### src/hw/rtl/sfr_pkg.sv
// Package for the stream find-and-replace block.
// Holds widths, parameter defaults, register indexes and shared structs.
`timescale 1ns / 1ps

package sfr_pkg;

	localparam int PATTERN_MAX_DEF = 8;
	localparam int REPLACE_MAX_DEF = 8;
	localparam int CHAR_W          = 8;
	localparam int CFG_DATA_W      = 64;
	localparam int CFG_IDX_W       = 3;
	localparam int LEN_W           = 4;

	typedef enum logic [CFG_IDX_W-1:0] {
		REG_PATTERN_LEN   = 3'd0,
		REG_PATTERN_BYTES = 3'd1,
		REG_REPLACE_LEN   = 3'd2,
		REG_REPLACE_BYTES = 3'd3
	} cfg_reg_t;

	typedef struct packed {
		logic [LEN_W-1:0]      plen;
		logic [CFG_DATA_W-1:0] pattern;
		logic [LEN_W-1:0]      rlen;
		logic [CFG_DATA_W-1:0] replace;
	} sfr_cfg_t;

	typedef struct packed {
		logic wr;
		logic shift;
	} cell_ctl_t;

endpackage

### src/hw/rtl/sfr_intf.sv
// Stream and configuration channel interfaces of the find-and-replace block.
// Depends on sfr_pkg for the payload widths.
`timescale 1ns / 1ps

interface sfr_text_if import sfr_pkg::*; ();
	logic              valid;
	logic              ready;
	logic [CHAR_W-1:0] char_in;
	logic              end_of_text;

	modport source (output valid, output char_in, output end_of_text, input ready);
	modport sink (input valid, input char_in, input end_of_text, output ready);
endinterface

interface sfr_result_if import sfr_pkg::*; ();
	logic              valid;
	logic              ready;
	logic [CHAR_W-1:0] char_out;
	logic              char_valid;
	logic              run_last;
	logic              text_done;

	modport source (output valid, output char_out, output char_valid, output run_last,
		output text_done, input ready);
	modport sink (input valid, input char_out, input char_valid, input run_last,
		input text_done, output ready);
endinterface

interface sfr_cfg_if import sfr_pkg::*; ();
	logic                  valid;
	logic                  ready;
	logic [CFG_IDX_W-1:0]  index;
	logic [CFG_DATA_W-1:0] data;

	modport source (output valid, output index, output data, input ready);
	modport sink (input valid, input index, input data, output ready);
endinterface

### src/hw/rtl/stream_find_replace.sv
// Streaming find-and-replace on a byte stream, top level.
// Depends on sfr_pkg, the channel interfaces, sfr_cfg and sfr_cell.
`timescale 1ns / 1ps

// Text bytes enter one per transfer and every leftmost, non-overlapping
// occurrence of the configured pattern is replaced by the replacement text.
// A byte that causes at most one result leaves the input ready for the next, so
// plain text streams at one byte per cycle while the result side accepts; a byte
// that causes n results holds the input while that run drains, since the single
// output register hands out one result per cycle when not stalled. The window is
// a row of PATTERN_MAX cells that shift toward the head each time a byte leaves.
// The user writes configuration only while the block is idle; nothing enforces it.
module stream_find_replace import sfr_pkg::*; #(
	parameter int PATTERN_MAX = PATTERN_MAX_DEF,
	parameter int REPLACE_MAX = REPLACE_MAX_DEF
) (
	input  logic         clk,
	input  logic         arst_n,
	sfr_text_if.sink     text,
	sfr_result_if.source result,
	sfr_cfg_if.sink      cfg
);

	localparam int FW  = $clog2(PATTERN_MAX + 1);
	localparam int RW  = $clog2(REPLACE_MAX + 1);
	localparam int CW  = (FW > RW) ? FW : RW;
	localparam int RSW = REPLACE_MAX * CHAR_W;

	sfr_cfg_t regs;

	sfr_cfg u_cfg (
		.clk    (clk),
		.arst_n (arst_n),
		.cfg    (cfg),
		.regs   (regs)
	);

	logic [FW-1:0]     fill_q;
	logic              busy_q;
	logic              mode_rep_q;
	logic              last_q;
	logic [CW-1:0]     rem_q;
	logic [RSW-1:0]    rep_sh_q;
	logic              out_vld_q;
	logic [CHAR_W-1:0] out_char_q;
	logic              out_cv_q;
	logic              out_rl_q;
	logic              out_td_q;

	logic [CHAR_W-1:0]      view [PATTERN_MAX];
	logic [PATTERN_MAX-1:0] eq;
	logic [PATTERN_MAX-1:0] mvec;
	cell_ctl_t              ctl [PATTERN_MAX];

	logic          slot_free;
	logic          accept;
	logic          drain;
	logic          shift;
	logic [FW-1:0] p_eff;
	logic [RW-1:0] r_eff;
	logic [FW-1:0] fp;
	logic          over;
	logic          eqlen;
	logic          match;
	logic [FW-1:0] nfront;
	logic [RW-1:0] nrep;
	logic [CW-1:0] ntot;
	logic          marker;

	assign slot_free  = !out_vld_q || result.ready;
	assign text.ready = !busy_q && slot_free;
	assign accept     = text.valid && text.ready;
	assign drain      = busy_q && slot_free;

	for (genvar i = 0; i < PATTERN_MAX; i++) begin : g_cell
		logic [CHAR_W-1:0] right;
		if (i == PATTERN_MAX - 1) begin : g_end
			assign right = '0;
		end else begin : g_mid
			assign right = view[i+1];
		end
		assign ctl[i].wr    = accept && (fill_q == FW'(i));
		assign ctl[i].shift = shift;
		assign mvec[i]      = eq[i] || (FW'(i) >= p_eff);

		sfr_cell u_cell (
			.clk        (clk),
			.ctl        (ctl[i]),
			.din        (text.char_in),
			.pat        (regs.pattern[CHAR_W*i +: CHAR_W]),
			.right_view (right),
			.view       (view[i]),
			.eq         (eq[i])
		);
	end

	always_comb begin
		if (regs.plen == '0) begin
			p_eff = FW'(1);
		end else if (regs.plen > LEN_W'(PATTERN_MAX)) begin
			p_eff = FW'(PATTERN_MAX);
		end else begin
			p_eff = regs.plen[FW-1:0];
		end
		if (regs.rlen > LEN_W'(REPLACE_MAX)) begin
			r_eff = RW'(REPLACE_MAX);
		end else begin
			r_eff = regs.rlen[RW-1:0];
		end
		fp    = fill_q + FW'(1);
		over  = fp > p_eff;
		eqlen = fp == p_eff;
		match = eqlen && (&mvec);
		if (match) begin
			nfront = '0;
		end else if (text.end_of_text) begin
			nfront = fp;
		end else if (over) begin
			nfront = fp - p_eff + FW'(1);
		end else if (eqlen) begin
			nfront = FW'(1);
		end else begin
			nfront = '0;
		end
		nrep   = match ? r_eff : '0;
		ntot   = CW'(nfront) + CW'(nrep);
		marker = text.end_of_text && (ntot == '0);
		shift  = (accept && (nfront != '0)) || (drain && !mode_rep_q);
	end

	always_ff @(posedge clk or negedge arst_n) begin
		if (!arst_n) begin
			fill_q     <= '0;
			busy_q     <= 1'b0;
			mode_rep_q <= 1'b0;
			last_q     <= 1'b0;
			rem_q      <= '0;
			out_vld_q  <= 1'b0;
		end else if (accept) begin
			fill_q     <= match ? '0 : fp - FW'(nfront != '0);
			busy_q     <= ntot > CW'(1);
			mode_rep_q <= match;
			last_q     <= text.end_of_text;
			rem_q      <= (ntot == '0) ? '0 : ntot - CW'(1);
			out_vld_q  <= (ntot != '0) || marker;
		end else if (drain) begin
			if (!mode_rep_q) begin
				fill_q <= fill_q - FW'(1);
			end
			busy_q    <= rem_q > CW'(1);
			rem_q     <= rem_q - CW'(1);
			out_vld_q <= 1'b1;
		end else if (slot_free) begin
			out_vld_q <= 1'b0;
		end
	end

	always_ff @(posedge clk) begin
		if (accept) begin
			rep_sh_q   <= regs.replace[RSW-1:0] >> CHAR_W;
			out_char_q <= marker ? '0 : (match ? regs.replace[CHAR_W-1:0] : view[0]);
			out_cv_q   <= !marker;
			out_rl_q   <= ntot <= CW'(1);
			out_td_q   <= text.end_of_text && (ntot <= CW'(1));
		end else if (drain) begin
			if (mode_rep_q) begin
				rep_sh_q   <= rep_sh_q >> CHAR_W;
				out_char_q <= rep_sh_q[CHAR_W-1:0];
			end else begin
				out_char_q <= view[0];
			end
			out_cv_q <= 1'b1;
			out_rl_q <= rem_q == CW'(1);
			out_td_q <= last_q && (rem_q == CW'(1));
		end
	end

	assign result.valid      = out_vld_q;
	assign result.char_out   = out_char_q;
	assign result.char_valid = out_cv_q;
	assign result.run_last   = out_rl_q;
	assign result.text_done  = out_td_q;

endmodule

### src/hw/rtl/sfr_cfg.sv
// Configuration register file of the find-and-replace block.
// Depends on sfr_pkg and the sfr_cfg_if interface.
`timescale 1ns / 1ps

module sfr_cfg import sfr_pkg::*; (
	input  logic      clk,
	input  logic      arst_n,
	sfr_cfg_if.sink   cfg,
	output sfr_cfg_t  regs
);

	sfr_cfg_t regs_q;

	assign cfg.ready = 1'b1;
	assign regs      = regs_q;

	always_ff @(posedge clk or negedge arst_n) begin
		if (!arst_n) begin
			regs_q.plen    <= LEN_W'(1);
			regs_q.pattern <= '0;
			regs_q.rlen    <= '0;
			regs_q.replace <= '0;
		end else if (cfg.valid) begin
			case (cfg.index)
				REG_PATTERN_LEN:   regs_q.plen    <= cfg.data[LEN_W-1:0];
				REG_PATTERN_BYTES: regs_q.pattern <= cfg.data;
				REG_REPLACE_LEN:   regs_q.rlen    <= cfg.data[LEN_W-1:0];
				REG_REPLACE_BYTES: regs_q.replace <= cfg.data;
				default: begin
				end
			endcase
		end
	end

endmodule

### src/hw/rtl/sfr_cell.sv
// One window cell: holds a text byte, compares it with its pattern byte
// and shifts toward the head of the window. Depends on sfr_pkg.
`timescale 1ns / 1ps

module sfr_cell import sfr_pkg::*; (
	input  logic              clk,
	input  cell_ctl_t         ctl,
	input  logic [CHAR_W-1:0] din,
	input  logic [CHAR_W-1:0] pat,
	input  logic [CHAR_W-1:0] right_view,
	output logic [CHAR_W-1:0] view,
	output logic              eq
);

	logic [CHAR_W-1:0] byte_q;

	assign view = ctl.wr ? din : byte_q;
	assign eq   = (view == pat);

	always_ff @(posedge clk) begin
		byte_q <= ctl.shift ? right_view : view;
	end

endmodule

### src/flat_wrapper.sv
// flat-port wrapper written by rule: the top's interface ports become plain ports
module stream_find_replace_flat import sfr_pkg::*;
#(
	parameter int PATTERN_MAX = PATTERN_MAX_DEF,
	parameter int REPLACE_MAX = REPLACE_MAX_DEF
)
  (clk, arst_n, text_valid, text_char_in, text_end_of_text, text_ready, result_valid, result_char_out, result_char_valid, result_run_last, result_text_done, result_ready, cfg_valid, cfg_index, cfg_data, cfg_ready);
  sfr_text_if text_i ();
  sfr_result_if result_i ();
  sfr_cfg_if cfg_i ();
  input  logic clk;
  input  logic arst_n;
  input wire logic [$bits(text_i.valid)-1:0] text_valid;
  input wire logic [$bits(text_i.char_in)-1:0] text_char_in;
  input wire logic [$bits(text_i.end_of_text)-1:0] text_end_of_text;
  output wire logic [$bits(text_i.ready)-1:0] text_ready;
  output wire logic [$bits(result_i.valid)-1:0] result_valid;
  output wire logic [$bits(result_i.char_out)-1:0] result_char_out;
  output wire logic [$bits(result_i.char_valid)-1:0] result_char_valid;
  output wire logic [$bits(result_i.run_last)-1:0] result_run_last;
  output wire logic [$bits(result_i.text_done)-1:0] result_text_done;
  input wire logic [$bits(result_i.ready)-1:0] result_ready;
  input wire logic [$bits(cfg_i.valid)-1:0] cfg_valid;
  input wire logic [$bits(cfg_i.index)-1:0] cfg_index;
  input wire logic [$bits(cfg_i.data)-1:0] cfg_data;
  output wire logic [$bits(cfg_i.ready)-1:0] cfg_ready;
  assign text_i.valid = text_valid;
  assign text_i.char_in = text_char_in;
  assign text_i.end_of_text = text_end_of_text;
  assign text_ready = text_i.ready;
  assign result_valid = result_i.valid;
  assign result_char_out = result_i.char_out;
  assign result_char_valid = result_i.char_valid;
  assign result_run_last = result_i.run_last;
  assign result_text_done = result_i.text_done;
  assign result_i.ready = result_ready;
  assign cfg_i.valid = cfg_valid;
  assign cfg_i.index = cfg_index;
  assign cfg_i.data = cfg_data;
  assign cfg_ready = cfg_i.ready;
  stream_find_replace #(.PATTERN_MAX(PATTERN_MAX), .REPLACE_MAX(REPLACE_MAX)) u_core (.clk(clk), .arst_n(arst_n), .text(text_i), .result(result_i), .cfg(cfg_i));
endmodule
### config.mk
export PLATFORM = sky130hd
export DESIGN_NAME = stream_find_replace_flat
export DESIGN_NICKNAME = d
export VERILOG_FILES = /design/src/hw/rtl/sfr_pkg.sv /design/src/hw/rtl/sfr_intf.sv /design/src/hw/rtl/stream_find_replace.sv /design/src/hw/rtl/sfr_cfg.sv /design/src/hw/rtl/sfr_cell.sv /design/src/flat_wrapper.sv
export SDC_FILE = /design/constraint.sdc
export NUM_CORES = 1
export LEC_CHECK = 0
export BUFFER_PORTS_ARGS = -buffer_cell sky130_fd_sc_hd__clkbuf_2
export CAP_MARGIN = 40
export CORE_ASPECT_RATIO = 1.4
export CORE_UTILIZATION = 61
export DETAILED_ROUTE_END_ITERATION = 12
export PLACE_DENSITY = 0.8
export SLEW_MARGIN = 20
export SYNTH_ARGS = -nofsm -noshare
export SYNTH_HDL_FRONTEND = slang
export SYNTH_HIERARCHICAL = 1
export SYNTH_SLANG_ARGS = --single-unit
### constraint.sdc
create_clock -name clk -period 6.1 [get_ports clk]
set_clock_uncertainty 0.1 [all_clocks]
set_input_delay 0.61 -clock clk [delete_from_list [all_inputs] [get_ports clk]]
set_output_delay 0.61 -clock clk [all_outputs]
set_load 0.01 [all_outputs]
* Yosys cells after proc, flatten, opt, wreduce, memory -nomap -nowiden
Index checks and enable logic that the tools add are counted.
Storage, ports and cells: flip-flop bits (word level) 279, input bits 81, word-level logic and storage cells 163, output and inout port bits 14
Operators by class: magnitude comparators 14, equal/unequal tests 21, add/sub/neg operators 8, mux-type cells 49, reductions and logical operators 48
Operators with widths (count):
- 56-bit 2-to-1 mux | 3
- 8-bit 2-to-1 mux | 20
- 8-bit equality test | 8
- 4-bit 2-to-1 mux | 14
- 1-bit logical AND | 17
- 4-bit by 3-bit equality test with 1-bit output (second input constant) | 4
- 3-bit by 4-bit >= comparator with 1-bit output (first input constant) | 4
- 4-bit zero test | 3
- 1-bit 2-to-1 mux | 12
- 2-bit AND reduction | 6
- 4-bit by 1-bit subtractor with 4-bit output (second input constant) | 3
- 1-bit logical OR | 11
- 4-bit by 1-bit adder with 4-bit output (second input constant) | 2
- 4-bit by 1-bit equality test with 1-bit output (second input constant) | 2
- 4-bit by 2-bit equality test with 1-bit output (second input constant) | 2
- 1-bit by 4-bit >= comparator with 1-bit output (first input constant) | 2
- 2-bit by 4-bit >= comparator with 1-bit output (first input constant) | 2
- 4-bit by 1-bit greater-than comparator with 1-bit output (second input constant) | 2
- 4-bit greater-than comparator (second input constant) | 2
- 8-bit AND reduction | 1
- 4-bit nonzero test | 2
- 3-bit by 2-bit equality test with 1-bit output (second input constant) | 2
- 4-bit adder | 1
- 4-bit equality test | 1
- 10 further kinds | 14

* Depth between registers and ports, before layout
Gate-level depths: netlist of run 1.
depth in word-level cells 16, gate-level depth with buffers 25, gate-level depth less buffers 21

* Hierarchy
Netlist of run 1, hierarchy kept.
Modules (own cells, without submodules):
- sfr_cfg | instances 1, cells an instance 292, area each 5103.6 um2
- stream_find_replace | instances 1, cells an instance 443, area each 4438.0 um2
- sfr_cell | instances 8, cells an instance 37, area each 479.2 um2

* Least setup slack after synthesis of run 1
No wires, ideal clock.
kind input -> register, from in result_ready, to reg u_core.out_char_q[0], in the netlist u_core/result.char_out[0] (data pin), cell stages on the path 23, arrival 4614 ps, setup slack 1120 ps, required time 5734 ps, path through nor2b_1 -> nor2_1 -> nand2_1 -> clkbuf_1 -> clkbuf_1 -> nor4b_1 -> buf_6 -> mux2_4 -> xnor2_1 -> nand4_1 -> nor2_1 -> nand2b_1 -> a211oi_2 -> o221ai_2 -> or2_1 -> buf_6 -> clkbuf_1 -> a21oi_1 -> a21oi_1 -> ha_1 -> a31oi_4 -> nand4_4 -> nor3b_2
RTL lines:
- start: declaration | line flat_wrapper.sv:22 | input wire logic [$bits(result_i.ready)-1:0] result_ready;
- end signal: assignment | line stream_find_replace.sv:161 | out_char_q <= marker ? '0 : (match ? regs.replace[CHAR_W-1:0] : view[0]);
- end signal: assignment | line stream_find_replace.sv:168 | out_char_q <= rep_sh_q[CHAR_W-1:0];
- end signal: assignment | line stream_find_replace.sv:170 | out_char_q <= view[0];
- end: declaration | line stream_find_replace.sv:45 | logic [CHAR_W-1:0] out_char_q;

==> results_dict.tcl, run 1 <==
set metrics [dict create \
    status "finished, final reports clean" \
    ys_warn_count 6 \
    hold_class "in2reg" \
    mostFrequentLayoutCells "nand2_1 (155), dfrtp_1 (147), mux2_2 (140)" \
    pwr_density_cell_nw_per_um2 472.2 \
    die_w_um 127.1 \
    synth_edf_count 67 \
    startpoint_type "register" \
    relSlewSlack 0.5035 \
    rrSetupSlack_ns 0.78 \
    synth.avg_cell_area_um2 12.97 \
    htreeDepth 1 \
    drc 0 \
    vias 8266 \
    final_common_cell "nand2_1" \
    place.detailed.hpwl_um 21160 \
    synthCells 1031 \
    clock_path_buffers 3 \
    die_h_um 177.2 \
    min_period_over_period 0.8728 \
    via_per_inst 5.732 \
    multiInputGateArea_um2 6052 \
    setup_tns_ns 0 \
    worst_pin_slew_ns 0.7398 \
    crit_path_end "u_core/result.char_out[6]" \
    clkTransAtPathRegs_ns 0.06 \
    routedWlPerCell_um 20.83 \
    r2r_cells 19 \
    cts_root_buf "clkbuf_16" \
    num_rows 63 \
    synth_top_cell_area_share 0.2750 \
    first_pass_iters 5 \
    timing_worst_setup_path_type "reg2reg" \
    globalRouteOverflowTotal 0 \
    worstSkewPairLatency_ns 0.53 \
    io_buffers 93 \
    fin_util 0.7087 \
    p_leak_nw 6.468 \
    fill_cells 1499 \
    track_usage 0.2775 \
    end_kind "register" \
    min_from "cfg_data[27]" \
    yosys_register_bits 279 \
    drtAntennaViolNets 0 \
    cp_data_arrival_time_ns 5.49 \
    r2r_end "u_core/result.char_out[6]" \
    yosysTopAreaCell "dfrtp_1" \
    layout-drive-gt1-share 0.3487 \
    finalHoldViolations 0 \
    fin_crit_ns 5.324 \
    cap_violations 0 \
    grt_pass1_vias 8610 \
    grt_pass1_wl_um 47140 \
    synthArstFlopShare 0.5305 \
    ys.flop_type "dfrtp_1" \
    max_freq_mhz 187.8 \
    grt_max_degree 84 \
    start_util 0.6261 \
    antenna_found_initial 1 \
    coreArea_um2 21360 \
    synthTopCellsByArea "dfrtp_1 (28%), edfxtp_1 (15%), mux2_2 (12%)" \
    ir_drop_mv 0.2937 \
    drtIter0Drc 482 \
    cp.required_ns 6.26 \
    die_area_um2 22530 \
    gp_congestion 0.9104 \
    clock_sinks 279 \
    numCtsBuffers 27 \
    timing.rr.start "u_core/result.valid" \
    rsz0062_at_grt "false" \
    ios 95 \
    synthDistinctLibCells 69 \
    ys_seq_area_frac 0.5232 \
    worstSetupStartpoint "u_core/result.valid" \
    syn-cell-area_um2 13380 \
    setup_viol 0 \
    layout.area.seq_um2 6998 \
    cts_tree "yes" \
    area_growth_pct 13.18 \
    drt_wl_total_um 30040 \
    n_antenna_cell 0 \
    cp_max_fo 9 \
    final_nets 1230 \
    slew_violations 0 \
]
-- worst max-delay path, cell delays in order, from the launching register on --
cell and delay, ns:
dfrtp_1 0.40, nor2b_1 0.15, nor2_1 0.16, nand2_2 0.13
nor2_1 0.25, and3_1 0.63, mux2_4 0.37, xnor2_1 0.17
nand4_1 0.13, nor2_1 0.29, a21boi_0 0.13, and4b_1 0.27
o221ai_2 0.12, or2_1 0.40, a21oi_1 0.18, a21oi_1 0.07
ha_1 0.37, a31oi_4 0.30, nand4_4 0.20, nor3b_2 0.23
-- cell usage after synthesis (12+ instances only) --
cell / count
nor2_1: 29
mux2_4: 65
mux2_1: 60
ha_1: 17
and3_1: 12
clkbuf_1: 23
nand4_1: 17
xnor2_1: 63
nand2_1: 156
buf_6: 15
mux2_2: 140
edfxtp_1: 67
inv_1: 19
dfxtp_1: 64
dfrtp_1: 147
-- power breakdown --
group | internal (mW) | total, mW | switching [mW] | leakage, nW
clock | 1.00 | 1.70 | 0.697 | 0.446
sequential | 2.48 | 2.78 | 0.304 | 2.93
combinational | 1.40 | 2.67 | 1.27 | 3.10
-- layout make-up --
class,instances,share of cell area
tap,292,0.02413
inverter,19,0.004711
multi-input combinational,688,0.3998
sequential,279,0.4623
clock inverter,14,0.01025
clock buffer,35,0.05000
timing repair buffer,115,0.04885
-- layer usage --
layer | up-vias | track usage | part of all wire
met5 | - | 0 | 0.00057
met4 | 2 | 0.1458 | 0.053
met3 | 70 | 0.03295 | 0.036
met2 | 219 | 0.5087 | 0.53
met1 | 4160 | 0.3157 | 0.39
li1 | 3815 | - | -
-- flip-flops by register name (all words and copies together), names as in the netlist --
name,count
u_core/u_cfg/regs,136
u_core/g_cell.u_cell/byte_q,64
u_core/rep_sh_q,56
u_core/result.char_out,8
u_core/fill_q,4
u_core/rem_q,4
u_core/busy_q,1
u_core/last_q,1
u_core/mode_rep_q,1
u_core/result.char_valid,1
u_core/result.run_last,1
u_core/result.text_done,1
u_core/result.valid,1
-- how the worst min path moves through the flow --
stage                                 end  slack (ns)  depth (start not counted)
floorplan                   u_core/busy_q        0.21                          0
global placement            u_core/last_q        0.35                          2
detailed placement          u_core/last_q        0.37                          2
CTS                   u_core/result.valid        0.06                          1
global route        u_core/u_cfg/regs[75]        0.21                          2
finish              u_core/u_cfg/regs[95]        0.21                          2
-- what timing repair did --
item | 4_1_cts | 5_1_grt
hold endpoints to repair | 0 | 23
resized for setup | 0 | 0
setup endpoints to repair | 0 | 0
hold buffers | 0 | 1
buffers inserted | 0 | 0
-- metrics by stage --
stage / hold slack (ns) / power [mW] / setup slack, ns / instance area (um2) / instances
finish: 0.2143 / 7.149 / 0.7761 / 15140 / 1442
global route: 0.2075 / 7.512 / 0.3276 / 15140 / 1442
CTS: 0.06093 / 7.161 / 0.7957 / 15070 / 1439
detailed placement: 0.3671 / 5.432 / 0.6118 / 14160 / 1390
global placement: 0.3523 / 5.344 / 0.7309 / 14080 / 1387
floorplan: 0.2144 / 4.794 / 1.120 / 13410 / 1039
-- logic make-up (layout without fill, tap and decap cells) --
| logic type | Yosys count | after routing | share of synthesized area |
|---|---|---|---|
| fa+ha+maj | 19 | 19 | 0.01890 |
| other cells | 2 | 10 | 0.0005615 |
| flops | 279 | 279 | 0.5232 |
| mux | 266 | 266 | 0.2430 |
| xor+xnor | 73 | 73 | 0.05229 |
| compound gates | 58 | 58 | 0.03714 |
| buf+inv | 72 | 183 | 0.02993 |
| simple gates | 262 | 262 | 0.09495 |
Note: power is estimated with default switching activity, not from simulation.
==> run 2, diff against run 1 <==
==> constraint.sdc (replaced) <==
create_clock -name clk -period 5 [get_ports clk]
set_clock_uncertainty 0.1 [all_clocks]
set_input_delay 0.5 -clock clk [delete_from_list [all_inputs] [get_ports clk]]
set_output_delay 0.5 -clock clk [all_outputs]
set_load 0.01 [all_outputs]
==> run 2 against run 1 <==
- die area is the same
- cell area shrank 0.12%
- worst hold slack lost 0.11 ns
- highest routed layer is now met4
- final cell count grew 0.28%
- clock-buffer cell count grew 5
- via count shrank 0.46%
- utilization shrank 0.082 points
==> results_dict.tcl, run 2 (synthesis gave the netlist of run 1 again) <==
set metrics [dict create \
    rsz0062_at_grt "false" \
    cap_violations 0 \
    ir_drop_mv 0.3791 \
    worst_pin_slew_ns 0.8062 \
    r2r_cells 20 \
    coreArea_um2 21360 \
    die_h_um 177.2 \
    track_usage 0.2802 \
    min_from "cfg_data[22]" \
    relSlewSlack 0.4625 \
    cts_tree "yes" \
    globalRouteOverflowTotal 0 \
    numCtsBuffers 27 \
    cts_root_buf "clkbuf_16" \
    n_antenna_cell 0 \
    ios 95 \
    first_pass_iters 6 \
    htreeDepth 1 \
    place_inst 1393 \
    startpoint_type "register" \
    cp_data_arrival_time_ns 4.88 \
    grt_pass1_vias 8639 \
    hold_class "in2reg" \
    holdPathEnd "u_core/u_cfg/regs[90]" \
    fin_crit_ns 4.566 \
    timing.rr.start "u_core/result.valid" \
    rrSetupSlack_ns 0.43 \
    final_cells 1446 \
    io_buffers 93 \
    drt_wl_total_um 30220 \
    antenna_found_initial 0 \
    place.detailed.hpwl_um 21550 \
    end_kind "register" \
    final_nets 1233 \
    die_w_um 127.1 \
    holdWs_ns 0.09947 \
    drc 0 \
    pwr_density_cell_nw_per_um2 574.8 \
    die_area_um2 22530 \
    via_per_inst 5.690 \
    final_common_cell "nand2_1" \
    timing_worst_setup_path_type "reg2reg" \
    layout-drive-gt1-share 0.3501 \
    cp_max_fo 32 \
    grt_pass1_wl_um 47450 \
    worstSkewPairLatency_ns 0.53 \
    routedWlPerCell_um 20.90 \
    clock_sinks 279 \
    num_rows 63 \
    setup_tns_ns 0 \
    worstSetupStartpoint "u_core/result.valid" \
    fill_cells 1502 \
    drtAntennaViolNets 0 \
    r2r_end "u_core/g_cell[2].u_cell/byte_q[6]" \
    area_growth_pct 13.05 \
    start_util 0.6261 \
    largest_register_ffs 136 \
    min_period_over_period 0.9133 \
    vias 8228 \
    min_delay_path_depth 2 \
    clock_path_buffers 3 \
    finalHoldViolations 0 \
    mostFrequentLayoutCells "nand2_1 (155), dfrtp_1 (147), mux2_2 (140)" \
    cp.required_ns 5.31 \
    gp_congestion 0.9360 \
    slew_violations 0 \
    setup_viol 0 \
    p_leak_nw 6.462 \
    status "finished, final reports clean" \
    clkTransAtPathRegs_ns 0.06 \
    drtIter0Drc 402 \
    max_freq_mhz 219.0 \
    grt_max_degree 74 \
]
-- run 2: metrics by stage --
stage	instance area (um2)	total power [mW]	util	setup WS, ns
detailed placement	14210	6.661	0.6651	0.1626
global placement	14130	6.535	0.6613	0.2564
floorplan	13410	5.849	-	0.1161
CTS	15090	8.677	0.7066	0.1577
finish	15120	8.692	0.7078	0.4335
global route	15120	9.144	0.7078	0.05754
-- run 2: worst max-delay path, stage by stage, from the launching register on --
cell and delay, ns:
dfrtp_1 0.38, nor2b_1 0.15, nor2_1 0.15, nand2_2 0.16, nor2_2 0.18, and3_1 0.19, buf_4 0.22, mux2_4 0.33
xnor2_1 0.12, nand4_1 0.13, nor2_2 0.07, a21boi_0 0.16, and4b_1 0.22, o221ai_2 0.09, or2_1 0.17, buf_4 0.27
inv_1 0.12, a31oi_1 0.25, a21bo_4 0.33, buf_12 0.25, mux2_2 0.37
-- run 2: how the worst max path moves through the flow --
stage                                   endpoint  slack, ns  cells after the start
6_report       u_core/g_cell[2].u_cell/byte_q[6]       0.43                     20
4_1_cts                u_core/result.char_out[2]       0.16                     19
5_1_grt        u_core/g_cell[4].u_cell/byte_q[4]       0.06                     20
2_1_floorplan          u_core/result.char_out[0]       0.12                     23
3_5_place_dp   u_core/g_cell[4].u_cell/byte_q[4]       0.16                     20
3_3_place_gp           u_core/result.char_out[4]       0.26                     21
-- run 2: what timing repair did --
| action | in CTS | in global routing |
|---|---|---|
| hold buffers | 1 | 0 |
| resized for setup | 0 | 4 |
| setup buffers | 0 | 2 |
| endpoints found under the setup margin | 0 | 67 |
| endpoints found under the hold margin | 36 | 0 |
-- run 2: power by group --
part | internal, mW | total (mW) | switching, mW | leakage [nW]
Clock | 1.14 | 1.99 | 0.846 | 0.427
Sequential | 3.02 | 3.38 | 0.359 | 2.93
Combinational | 1.75 | 3.32 | 1.57 | 3.11
-- run 2: layer usage --
layer,global-route usage,wire [um],vias to the layer above
li1,-,-,3818
met1,0.3148,11370,4099
met2,0.5174,16150,233
met3,0.03204,1107,78
met4,0.1503,1592,0
met5,0,0,-
-- run 2: cell type report --
| type | count | area, um2 | share of cell area |
|---|---|---|---|
| Multi-Input combinational cell | 688 | 6065 | 0.4011 |
| Clock inverter | 10 | 88.84 | 0.005875 |
| Tap cell | 292 | 365.4 | 0.02416 |
| Timing Repair Buffer | 118 | 747.0 | 0.04940 |
| Sequential cell | 279 | 6998 | 0.4628 |
| Clock buffer | 40 | 785.8 | 0.05197 |
| Inverter | 19 | 71.32 | 0.004717 |
